==> config.mk <==
export PLATFORM = sky130hd
export DESIGN_NAME = filtered_voltage_engine_detect_unit
export DESIGN_NICKNAME = d
export VERILOG_FILES = /design/src/fved_pkg.sv /design/src/fved_filter.sv /design/src/filtered_voltage_engine_detect_unit.sv
export SDC_FILE = /design/constraint.sdc
export NUM_CORES = 2
export LEC_CHECK = 0
export BUFFER_PORTS_ARGS = -buffer_cell sky130_fd_sc_hd__buf_2
export CORE_UTILIZATION = 58
export DETAILED_ROUTE_END_ITERATION = 10
export PLACE_DENSITY = 0.78
export SYNTH_ARGS = -nofsm -noshare
export SYNTH_HDL_FRONTEND = slang
export SYNTH_HIERARCHICAL = 1
export SYNTH_SLANG_ARGS = --single-unit
==> constraint.sdc <==
create_clock -name i_clk -period 10.2 [get_ports i_clk]
set_input_delay 0 -clock i_clk [delete_from_list [all_inputs] [get_ports i_clk]]
set_output_delay 0 -clock i_clk [all_outputs]
set_load 0.01 [all_outputs]
==> src/fved_pkg.sv <==
`timescale 1ns / 1ps
`default_nettype none
// ---------------------------------------------------------------------------
// fved_pkg: shared definitions of the filtered voltage engine detector
// Default widths, register indexes, reset values and state encodings.
// ---------------------------------------------------------------------------
package fved_pkg;

    // Default widths of the sample and of the fixed-point fraction.
    localparam int SAMPLE_BITS_DEF   = 12;
    localparam int FRACTION_BITS_DEF = 16;

    // Error values P, R and q are always 32 bits wide.
    localparam int ERR_BITS       = 32;
    localparam int CFG_INDEX_BITS = 3;
    localparam int CFG_DATA_BITS  = 32;
    localparam int COUNT_BITS     = 16;
    localparam int BRIGHT_BITS    = 4;

    // Side-marker brightness levels.
    localparam logic [BRIGHT_BITS-1:0] BRIGHT_RUN  = 4'd10;
    localparam logic [BRIGHT_BITS-1:0] BRIGHT_STOP = 4'd0;

    // Configuration register indexes.
    localparam logic [CFG_INDEX_BITS-1:0] CFG_MEAS_ERR   = 3'd0;
    localparam logic [CFG_INDEX_BITS-1:0] CFG_INIT_ERR   = 3'd1;
    localparam logic [CFG_INDEX_BITS-1:0] CFG_PROC_NOISE = 3'd2;
    localparam logic [CFG_INDEX_BITS-1:0] CFG_THRESHOLD  = 3'd3;
    localparam logic [CFG_INDEX_BITS-1:0] CFG_DEBOUNCE   = 3'd4;
    localparam logic [CFG_INDEX_BITS-1:0] CFG_LOCK       = 3'd5;

    // Reset values of the configuration registers.
    localparam logic [ERR_BITS-1:0]   RST_MEAS_ERR   = 32'd65536;
    localparam logic [ERR_BITS-1:0]   RST_INIT_ERR   = 32'd65536;
    localparam logic [ERR_BITS-1:0]   RST_PROC_NOISE = 32'd6554;
    localparam int                    RST_THRESHOLD  = 3000;
    localparam logic [COUNT_BITS-1:0] RST_DEBOUNCE   = 16'd100;
    localparam logic                  RST_LOCK       = 1'b1;

    // Sequencer of the serial filter datapath.
    typedef enum logic [4:0] {
        F_IDLE = 5'b00001,
        F_DIV  = 5'b00010,
        F_MOVE = 5'b00100,
        F_MUL  = 5'b01000,
        F_DONE = 5'b10000
    } t_fstate;

    // Control of the top level.
    typedef enum logic [2:0] {
        T_IDLE = 3'b001,
        T_RUN  = 3'b010,
        T_HOLD = 3'b100
    } t_tstate;

endpackage
`default_nettype wire

==> src/fved_filter.sv <==
`timescale 1ns / 1ps
`default_nettype none
// ---------------------------------------------------------------------------
// fved_filter: bit-serial scalar Kalman step
// Divides P by P+R one gain bit per cycle while two shift-add accumulators
// form gain*|d| and gain*P, then multiplies the estimate change by q one bit
// per cycle and forms the saturated new estimate error.
// ---------------------------------------------------------------------------
module fved_filter import fved_pkg::*; #(
    parameter int SAMPLE_BITS   = SAMPLE_BITS_DEF,
    parameter int FRACTION_BITS = FRACTION_BITS_DEF
) (
    input  logic                                 i_clk,
    input  logic                                 i_rst_n,
    input  logic                                 i_start,
    input  logic [SAMPLE_BITS-1:0]               i_sample,
    input  logic [SAMPLE_BITS+FRACTION_BITS-1:0] i_estimate,
    input  logic [ERR_BITS-1:0]                  i_error,
    input  logic [ERR_BITS-1:0]                  i_meas_error,
    input  logic [ERR_BITS-1:0]                  i_proc_noise,
    output logic                                 o_done,
    output logic [SAMPLE_BITS+FRACTION_BITS-1:0] o_estimate,
    output logic [FRACTION_BITS:0]               o_gain,
    output logic [ERR_BITS-1:0]                  o_error
);

    localparam int EW = SAMPLE_BITS + FRACTION_BITS;  // estimate width
    localparam int GW = FRACTION_BITS + 1;            // gain width
    localparam int MW = EW + GW;                      // gain * |d|
    localparam int PW = ERR_BITS + GW;                // gain * P
    localparam int SW = ERR_BITS + 1;                 // P + R
    localparam int RW = ERR_BITS + 2;                 // divider remainder
    localparam int CW = $clog2(EW + 1);

    t_fstate                r_state;
    t_fstate                n_state;
    logic [CW-1:0]          r_cnt;
    logic [EW-1:0]          r_est;
    logic [ERR_BITS-1:0]    r_p;
    logic [ERR_BITS-1:0]    r_q;
    logic [SW-1:0]          r_sum;
    logic                   r_zero;
    logic [RW-1:0]          r_rem;
    logic                   r_up;
    logic [EW-1:0]          r_dmag;
    logic [GW-1:0]          r_gain;
    logic [MW-1:0]          r_acc_m;
    logic [PW-1:0]          r_acc_p;
    logic [EW-1:0]          r_est_next;
    logic [ERR_BITS-1:0]    r_pa;
    logic [ERR_BITS-1:0]    r_acc_q;
    logic [EW-1:0]          r_mv;

    logic [EW-1:0]                  w_meas;
    logic [SW-1:0]                  w_sum;
    logic                           w_qbit;
    logic [RW-1:0]                  w_rem_sub;
    logic [EW-1:0]                  w_mv;
    logic [ERR_BITS+FRACTION_BITS-1:0] w_gp;
    logic [ERR_BITS+FRACTION_BITS-1:0] w_pa_diff;
    logic [EW-1:0]                  w_est_move;
    logic [SW-1:0]                  w_mul_sum;
    logic                           w_pb_sat;
    logic [ERR_BITS-1:0]            w_pb;
    logic [SW-1:0]                  w_p_total;

    // Setup terms taken when a word starts.
    assign w_meas = {i_sample, {FRACTION_BITS{1'b0}}};
    assign w_sum  = {1'b0, i_error} + {1'b0, i_meas_error};

    // One restoring division step per cycle; the quotient comes out MSB first.
    assign w_qbit    = r_rem >= {1'b0, r_sum};
    assign w_rem_sub = w_qbit ? (r_rem - {1'b0, r_sum}) : r_rem;

    // Estimate move and first part of the error update. A zero denominator
    // forces the gain, and with it both products, to zero.
    assign w_mv       = r_zero ? '0 : r_acc_m[FRACTION_BITS +: EW];
    assign w_gp       = r_zero ? '0 : r_acc_p[ERR_BITS+FRACTION_BITS-1:0];
    assign w_pa_diff  = {r_p, {FRACTION_BITS{1'b0}}} - w_gp;
    assign w_est_move = r_up ? (r_est + w_mv) : (r_est - w_mv);

    // Shift-right multiplier for |change| * q; low product bits shift into r_mv.
    assign w_mul_sum = {1'b0, r_acc_q} + (r_mv[0] ? {1'b0, r_q} : {SW{1'b0}});

    // Product >> F, saturated to 32 bits, then added to the first part.
    assign w_pb_sat  = |r_acc_q[ERR_BITS-1:ERR_BITS-SAMPLE_BITS];
    assign w_pb      = w_pb_sat ? {ERR_BITS{1'b1}}
                                : {r_acc_q[ERR_BITS-SAMPLE_BITS-1:0], r_mv[EW-1:FRACTION_BITS]};
    assign w_p_total = {1'b0, r_pa} + {1'b0, w_pb};

    assign o_done     = (r_state == F_DONE);
    assign o_estimate = r_est_next;
    assign o_gain     = r_gain;
    assign o_error    = w_p_total[ERR_BITS] ? {ERR_BITS{1'b1}} : w_p_total[ERR_BITS-1:0];

    // Sequencer next state.
    always_comb begin
        n_state = r_state;
        unique case (r_state)
            F_IDLE: begin
                if (i_start) begin
                    n_state = F_DIV;
                end
            end
            F_DIV: begin
                if (r_cnt == CW'(FRACTION_BITS)) begin
                    n_state = F_MOVE;
                end
            end
            F_MOVE: n_state = F_MUL;
            F_MUL: begin
                if (r_cnt == CW'(EW - 1)) begin
                    n_state = F_DONE;
                end
            end
            F_DONE: n_state = F_IDLE;
            default: n_state = F_IDLE;
        endcase
    end

    always_ff @(posedge i_clk) begin
        if (!i_rst_n) begin
            r_state <= F_IDLE;
        end else begin
            r_state <= n_state;
        end
    end

    // Datapath registers.
    always_ff @(posedge i_clk) begin
        case (r_state)
            F_IDLE: begin
                if (i_start) begin
                    r_est   <= i_estimate;
                    r_p     <= i_error;
                    r_q     <= i_proc_noise;
                    r_sum   <= w_sum;
                    r_zero  <= (w_sum == '0);
                    r_rem   <= {2'b00, i_error};
                    r_up    <= (w_meas >= i_estimate);
                    r_dmag  <= (w_meas >= i_estimate) ? (w_meas - i_estimate)
                                                      : (i_estimate - w_meas);
                    r_acc_m <= '0;
                    r_acc_p <= '0;
                    r_gain  <= '0;
                    r_cnt   <= '0;
                end
            end
            F_DIV: begin
                r_rem   <= {w_rem_sub[RW-2:0], 1'b0};
                r_gain  <= {r_gain[GW-2:0], w_qbit};
                r_acc_m <= {r_acc_m[MW-2:0], 1'b0} + (w_qbit ? MW'(r_dmag) : {MW{1'b0}});
                r_acc_p <= {r_acc_p[PW-2:0], 1'b0} + (w_qbit ? PW'(r_p) : {PW{1'b0}});
                r_cnt   <= r_cnt + 1'b1;
            end
            F_MOVE: begin
                r_est_next <= w_est_move;
                r_pa       <= w_pa_diff[ERR_BITS+FRACTION_BITS-1:FRACTION_BITS];
                r_mv       <= w_mv;
                r_acc_q    <= '0;
                r_cnt      <= '0;
                if (r_zero) begin
                    r_gain <= '0;
                end
            end
            F_MUL: begin
                r_acc_q <= w_mul_sum[ERR_BITS:1];
                r_mv    <= {w_mul_sum[0], r_mv[EW-1:1]};
                r_cnt   <= r_cnt + 1'b1;
            end
            default: begin
            end
        endcase
    end

endmodule
`default_nettype wire

==> src/filtered_voltage_engine_detect_unit.sv <==
`timescale 1ns / 1ps
`default_nettype none
// ---------------------------------------------------------------------------
// filtered_voltage_engine_detect_unit: engine detector on a filtered supply
// Kalman-filters the supply-voltage samples and debounces a threshold test to
// drive the starter relay and the side-marker brightness.
// ---------------------------------------------------------------------------
// One sample word is worked on at a time. A word with hazard_on set is taken
// and dropped without a result. Any other word is filtered in full before the
// next word is accepted. The gain comes from a restoring divider at one bit per
// cycle, which also steps the two shift-add multipliers for the estimate and
// error updates; the move step forms the new estimate, and the process noise
// product runs one bit of the estimate change per cycle. The finished word then
// goes to the output register and the block returns to idle. The result
// sits in an output register, so the next sample is taken while it waits; a
// result that finds the output still occupied holds the block until it drains.
// Configuration writes are always ready and are meant for idle periods;
// writing the initial estimate error also reloads the running estimate error.
module filtered_voltage_engine_detect_unit import fved_pkg::*; #(
    parameter int SAMPLE_BITS   = SAMPLE_BITS_DEF,
    parameter int FRACTION_BITS = FRACTION_BITS_DEF
) (
    input  logic                                 i_clk,
    input  logic                                 i_rst_n,
    // Sample words.
    input  logic                                 i_valid,
    output logic                                 o_ready,
    input  logic [SAMPLE_BITS-1:0]               i_adc_sample,
    input  logic                                 i_hazard_on,
    input  logic                                 i_left_blinker_on,
    input  logic                                 i_right_blinker_on,
    // Result words.
    output logic                                 o_valid,
    input  logic                                 i_ready,
    output logic [SAMPLE_BITS+FRACTION_BITS-1:0] o_filtered_level,
    output logic [FRACTION_BITS:0]               o_gain_value,
    output logic                                 o_starter_on,
    output logic [BRIGHT_BITS-1:0]               o_side_brightness,
    output logic                                 o_left_drive_write,
    output logic                                 o_right_drive_write,
    // Configuration writes.
    input  logic                                 i_cfg_valid,
    output logic                                 o_cfg_ready,
    input  logic [CFG_INDEX_BITS-1:0]            i_cfg_index,
    input  logic [CFG_DATA_BITS-1:0]             i_cfg_data
);

    localparam int EW = SAMPLE_BITS + FRACTION_BITS;

    t_tstate                 r_state;
    t_tstate                 n_state;

    // Configuration registers.
    logic [ERR_BITS-1:0]     r_meas_err;
    logic [ERR_BITS-1:0]     r_proc_noise;
    logic [SAMPLE_BITS-1:0]  r_threshold;
    logic [COUNT_BITS-1:0]   r_debounce;
    logic                    r_lock;

    // Filter and debounce state.
    logic [EW-1:0]           r_estimate;
    logic [ERR_BITS-1:0]     r_error;
    logic [COUNT_BITS-1:0]   r_run;
    logic [COUNT_BITS-1:0]   r_stop;
    logic                    r_relay;
    logic [BRIGHT_BITS-1:0]  r_bright;
    logic                    r_left_on;
    logic                    r_right_on;

    // Output register.
    logic                    r_out_valid;
    logic [EW-1:0]           r_out_level;
    logic [FRACTION_BITS:0]  r_out_gain;
    logic                    r_out_starter;
    logic [BRIGHT_BITS-1:0]  r_out_bright;
    logic                    r_out_left;
    logic                    r_out_right;

    logic                    w_in_accept;
    logic                    w_start;
    logic                    w_commit;
    logic                    w_cfg_write;
    logic                    w_above;
    logic                    f_done;
    logic [EW-1:0]           f_estimate;
    logic [FRACTION_BITS:0]  f_gain;
    logic [ERR_BITS-1:0]     f_error;
    logic [COUNT_BITS-1:0]   n_run;
    logic [COUNT_BITS-1:0]   n_stop;
    logic                    n_relay;
    logic [BRIGHT_BITS-1:0]  n_bright;

    assign o_ready     = (r_state == T_IDLE);
    assign o_cfg_ready = 1'b1;
    assign w_in_accept = i_valid && o_ready;
    assign w_start     = w_in_accept && !i_hazard_on;
    assign w_commit    = (r_state == T_HOLD) && (!r_out_valid || i_ready);
    assign w_cfg_write = i_cfg_valid && o_cfg_ready;

    // Serial Kalman datapath.
    fved_filter #(
        .SAMPLE_BITS   (SAMPLE_BITS),
        .FRACTION_BITS (FRACTION_BITS)
    ) u_filter (
        .i_clk        (i_clk),
        .i_rst_n      (i_rst_n),
        .i_start      (w_start),
        .i_sample     (i_adc_sample),
        .i_estimate   (r_estimate),
        .i_error      (r_error),
        .i_meas_error (r_meas_err),
        .i_proc_noise (r_proc_noise),
        .o_done       (f_done),
        .o_estimate   (f_estimate),
        .o_gain       (f_gain),
        .o_error      (f_error)
    );

    // Control sequence: idle, filter running, result waiting for the output slot.
    always_comb begin
        n_state = r_state;
        unique case (r_state)
            T_IDLE: begin
                if (w_start) begin
                    n_state = T_RUN;
                end
            end
            T_RUN: begin
                if (f_done) begin
                    n_state = T_HOLD;
                end
            end
            T_HOLD: begin
                if (w_commit) begin
                    n_state = T_IDLE;
                end
            end
            default: n_state = T_IDLE;
        endcase
    end

    // Threshold test on the new estimate and the debounce counters.
    assign w_above = (f_estimate[EW-1:FRACTION_BITS] >= r_threshold);

    always_comb begin
        n_run    = r_run;
        n_stop   = r_stop;
        n_relay  = r_relay;
        n_bright = r_bright;
        if (w_above) begin
            n_stop = '0;
            if (r_run > r_debounce) begin
                if (r_lock) begin
                    n_relay = 1'b0;
                end
                n_bright = BRIGHT_RUN;
            end
            if (r_run != {COUNT_BITS{1'b1}}) begin
                n_run = r_run + 1'b1;
            end
        end else begin
            n_run = '0;
            if (r_stop > r_debounce) begin
                if (r_lock) begin
                    n_relay = 1'b1;
                end
                n_bright = BRIGHT_STOP;
            end
            if (r_stop != {COUNT_BITS{1'b1}}) begin
                n_stop = r_stop + 1'b1;
            end
        end
    end

    // Control state, configuration and filter state.
    always_ff @(posedge i_clk) begin
        if (!i_rst_n) begin
            r_state      <= T_IDLE;
            r_out_valid  <= 1'b0;
            r_meas_err   <= RST_MEAS_ERR;
            r_proc_noise <= RST_PROC_NOISE;
            r_threshold  <= SAMPLE_BITS'(RST_THRESHOLD);
            r_debounce   <= RST_DEBOUNCE;
            r_lock       <= RST_LOCK;
            r_estimate   <= '0;
            r_error      <= RST_INIT_ERR;
            r_run        <= '0;
            r_stop       <= '0;
            r_relay      <= 1'b0;
            r_bright     <= BRIGHT_RUN;
        end else begin
            r_state <= n_state;

            if (w_commit) begin
                r_out_valid <= 1'b1;
            end else if (i_ready) begin
                r_out_valid <= 1'b0;
            end

            if (w_commit) begin
                r_estimate <= f_estimate;
                r_error    <= f_error;
                r_run      <= n_run;
                r_stop     <= n_stop;
                r_relay    <= n_relay;
                r_bright   <= n_bright;
            end

            if (w_cfg_write) begin
                unique case (i_cfg_index)
                    CFG_MEAS_ERR:   r_meas_err   <= i_cfg_data[ERR_BITS-1:0];
                    CFG_INIT_ERR:   r_error      <= i_cfg_data[ERR_BITS-1:0];
                    CFG_PROC_NOISE: r_proc_noise <= i_cfg_data[ERR_BITS-1:0];
                    CFG_THRESHOLD:  r_threshold  <= i_cfg_data[SAMPLE_BITS-1:0];
                    CFG_DEBOUNCE:   r_debounce   <= i_cfg_data[COUNT_BITS-1:0];
                    CFG_LOCK:       r_lock       <= i_cfg_data[0];
                    default: begin
                    end
                endcase
            end
        end
    end

    // Blinker flags of the word in flight, and the output payload.
    always_ff @(posedge i_clk) begin
        if (w_start) begin
            r_left_on  <= i_left_blinker_on;
            r_right_on <= i_right_blinker_on;
        end
        if (w_commit) begin
            r_out_level   <= f_estimate;
            r_out_gain    <= f_gain;
            r_out_starter <= n_relay;
            r_out_bright  <= n_bright;
            r_out_left    <= !r_left_on;
            r_out_right   <= !r_right_on;
        end
    end

    assign o_valid             = r_out_valid;
    assign o_filtered_level    = r_out_level;
    assign o_gain_value        = r_out_gain;
    assign o_starter_on        = r_out_starter;
    assign o_side_brightness   = r_out_bright;
    assign o_left_drive_write  = r_out_left;
    assign o_right_drive_write = r_out_right;

endmodule
`default_nettype wire

==> reports/qor.txt <==
wire per inst = 20.2 um
H-tree Lvls = 3
Synth async-reset ratio = 0%
Worst Tran Pin Value = 1260 ps
status = finished, final reports clean
Top FF cell, synth = edfxtp_1
die area = 72100 um^2
via count = 33331
register area = 18300 um^2
cts hold-fix bufs = 46
simple-gate area share of the yosys netlist = 18.3%
Synth Area in Compound Gates = 17.3%
area of placed instances = 42600 um^2
Root Buffer = clkbuf_16
crit path launch type = flop
final non-filler cell total = 5390
final wirelength = 109 mm
DRT antenna net count = 0
Adder-Cell Fraction of Synth Area = 10.0%
CTS max path bufs = 3
DR iter-0 viols = 3232
width of the chip = 269 um
CTS tree = done
mapped cell area = 41200 um^2
GR Util All Layers = 30.1%
post-route setup TNS = 0 ps
Setup crit end = u_filter/r_acc_p[47]$_SDFFCE_PN0P_
Routability Congestion = 0.952
R2R depth = 24
Hold Startpoint = i_adc_sample[2]
routed vias/inst = 6.18
Critical Path AT = 7200 ps
Final nets = 4766
die height = 269 um
Post CTS Setup Buffer Count = 0
Final setup viols = 0
pin count of the biggest net entering global routing = 98
r2r setup slk = 3470 ps
count of cell types in the netlist = 100
CORE AREA = 70100 um^2
fill cell count = 5580
mux share of post-synthesis cell area = 1.27%
Num CTS Buffers = 75
Crit Path Max Fanout = 62
Clock Sinks = 675
grt ovf = 0
max-cap violations = 0
# IOs = 110
area of the multi-input gates = 21700 um^2
source of the critical timing path = u_filter/r_sum[0]$_DFFE_PP_
EDFF count, synth = 476
Reg-to-Reg End = u_filter/r_acc_p[47]$_SDFFCE_PN0P_
Rows = 97
r2r startpoint = u_filter/r_sum[0]$_DFFE_PP_
fmax = 149 MHz
global-route wire length before repair = 171 mm
design area = 45500 um^2
pwr dens = 182 nW/um^2
dpl cells = 5203
crit end category = flop
layout cells sized above 1 = 8.07%
number of I/O port buffers = 108
Initial Util = 58.7%
crit path time final = 6730 ps
Post-Syn Instances = 4285
P_leak = 0.0183 uW
later-pin clock latency in the skew report = 640 ps
Worst-path clk slew = 60 ps
worst vdd ir = 134 uV
critical path required time = 10680 ps
Hold WS = 33.9 ps
Final Slew Violations = 0
Ys Warns = 6
Synth Register Bits = 675
syn nets = 4665
Residual DRC = 0
detailed placer's ending HPWL = 77.0 mm
XOR/XNOR Fraction of Synth Area = 5.48%
RSZ-0062 raised after global routing = no
clock skew = 28.1 ps
largest family of logic cells by synthesized area = simple AND/OR/NAND/NOR gates
vias in the first global route = 31227
Slew HR = 16.2%
Final Hold Viols = 0
synth-to-layout area growth = 10.5%
initial antenna violation count = 2
kind of critical path = flop to flop
min-delay worst type = input pin to flop
TritonRoute pass-1 iters = 6
Final period util = 66.0%
Avg Inst Size Synth = 9.62 um^2
Post-CTS Resized = 0
share of the yosys chip area belonging to registers = 44.3%
==> per-stage QoR <==
step | setup WS [ps] | utilization (%) | power (uW)
floorplan | 2150 | - | 4960
global placement | 3750 | 60.7 | 5440
detailed placement | 3580 | 60.7 | 5480
CTS | 3530 | 64.9 | 8260
global route | 2930 | 64.9 | 8650
finish | 3470 | 64.9 | 8270
==> how the worst min path moves through the flow <==
stage | slack, ps | to | cells past startpoint
3_3_place_gp | 180 | r_right_on$_DFFE_PP_ | 1
3_5_place_dp | 180 | r_right_on$_DFFE_PP_ | 1
2_1_floorplan | 60 | u_filter/r_state[0]$_SDFFE_PN1P_ | 1
4_1_cts | 30 | r_threshold[10]$_SDFFE_PN0P_ | 5
6_report | 30 | u_filter/r_dmag[18]$_DFFE_PP_ | 4
5_1_grt | 70 | u_filter/r_dmag[19]$_DFFE_PP_ | 4
==> logic make-up (layout without fill, tap and decap cells) <==
group,after synthesis,count (layout)
flops,675,675
compound gates,1073,1073
other cells,1,3
xor+xnor,258,258
buf+inv,339,502
mux,50,50
fa+ha+maj,325,325
simple gates,1564,1564
==> flip-flops by register name, indices dropped and copies added, names as in the netlist, 32 cells and up <==
register,cells
u_filter/r_rem,34
r_meas_err,32
u_filter/r_pa,32
r_proc_noise,32
u_filter/r_acc_q,32
u_filter/r_acc_m,44
u_filter/r_sum,33
u_filter/r_acc_p,48
r_error,32
u_filter/r_p,32
u_filter/r_q,32
==> cells in the mapped netlist (37+ instances only) <==
| cell type | n | area, um^2 |
|---|---|---|
| o21ai_0 | 167 | 836 |
| o21a_1 | 44 | 330 |
| a31oi_1 | 41 | 257 |
| a21boi_0 | 109 | 818 |
| nand2_1 | 571 | 2140 |
| nor2_1 | 295 | 1110 |
| nand4_1 | 39 | 244 |
| nand2b_1 | 49 | 307 |
| dfxtp_1 | 199 | 3980 |
| edfxtp_1 | 476 | 14300 |
| and2_1 | 73 | 457 |
| or2_2 | 43 | 269 |
| inv_1 | 181 | 679 |
| nand3_1 | 127 | 636 |
| nor2b_1 | 54 | 338 |
| a21o_1 | 127 | 953 |
| a21oi_1 | 275 | 1380 |
| xor2_1 | 97 | 850 |
| or3_1 | 37 | 231 |
| clkbuf_1 | 127 | 477 |
| xnor2_1 | 161 | 1410 |
| nor3_1 | 85 | 425 |
| o211a_1 | 38 | 380 |
| and3_1 | 90 | 563 |
| ha_1 | 317 | 3970 |
==> report_power, final <==
group          internal [uW]  switching, uW
Clock                   1630           1150
Sequential              3240            161
Combinational            810           1290
Total                   5680           2600
==> critical path, stage by stage, from the launching register on <==
cell and delay [ps]:
edfxtp_1 370, ha_1 240, fa_1 410, nor2b_1 120
o21ai_0 110, a21boi_1 250, o31ai_1 110, a21oi_1 230
nor3_1 140, o21ai_4 150, buf_4 460, and2_1 230
buf_4 450, nand2_1 180, fa_1 440, nor2b_1 220
o21a_1 160, o21ai_1 110, a311o_1 410, a31oi_1 260
o21ai_1 140, a21oi_1 420, o2111ai_1 350, or3_1 420
a21oi_1 140
==> area by class of cell <==
cell class	instances	area share [%]
antenna	2	0.0110
clock buffer	98	4.57
clock inverter	41	0.951
inverter	184	1.52
multi-input combinational	3271	47.6
sequential	675	40.1
tap	940	2.58
timing repair buffer	179	2.62
==> layer usage <==
metal  vias up  GRT usage, %  part of all wire (%)
met5         -             0                     0
met4         0          10.6                   3.4
met3       230          4.38                   8.4
met2      1406          46.7                    45
met1     15895          42.9                    44
li1      15800             -                     -
==> cells in the final DEF (no fill, tap or decap), drive strengths merged, types with 43 or more instances in the layout <==
| cell type | instances |
|---|---|
| o21ai | 196 |
| buf | 133 |
| and2 | 73 |
| inv | 187 |
| a21boi | 114 |
| clkbuf | 98 |
| a21o | 127 |
| xor2 | 97 |
| a21oi | 275 |
| edfxtp | 476 |
| nand3 | 128 |
| ha | 317 |
| xnor2 | 161 |
| nor2b | 54 |
| dlygate4sd3 | 46 |
| or2 | 43 |
| nor2 | 296 |
| and3 | 90 |
| nand2 | 573 |
| nor3 | 86 |
| o21a | 45 |
| dfxtp | 199 |
| nand2b | 49 |
Note: power is estimated with default switching activity, not from simulation.
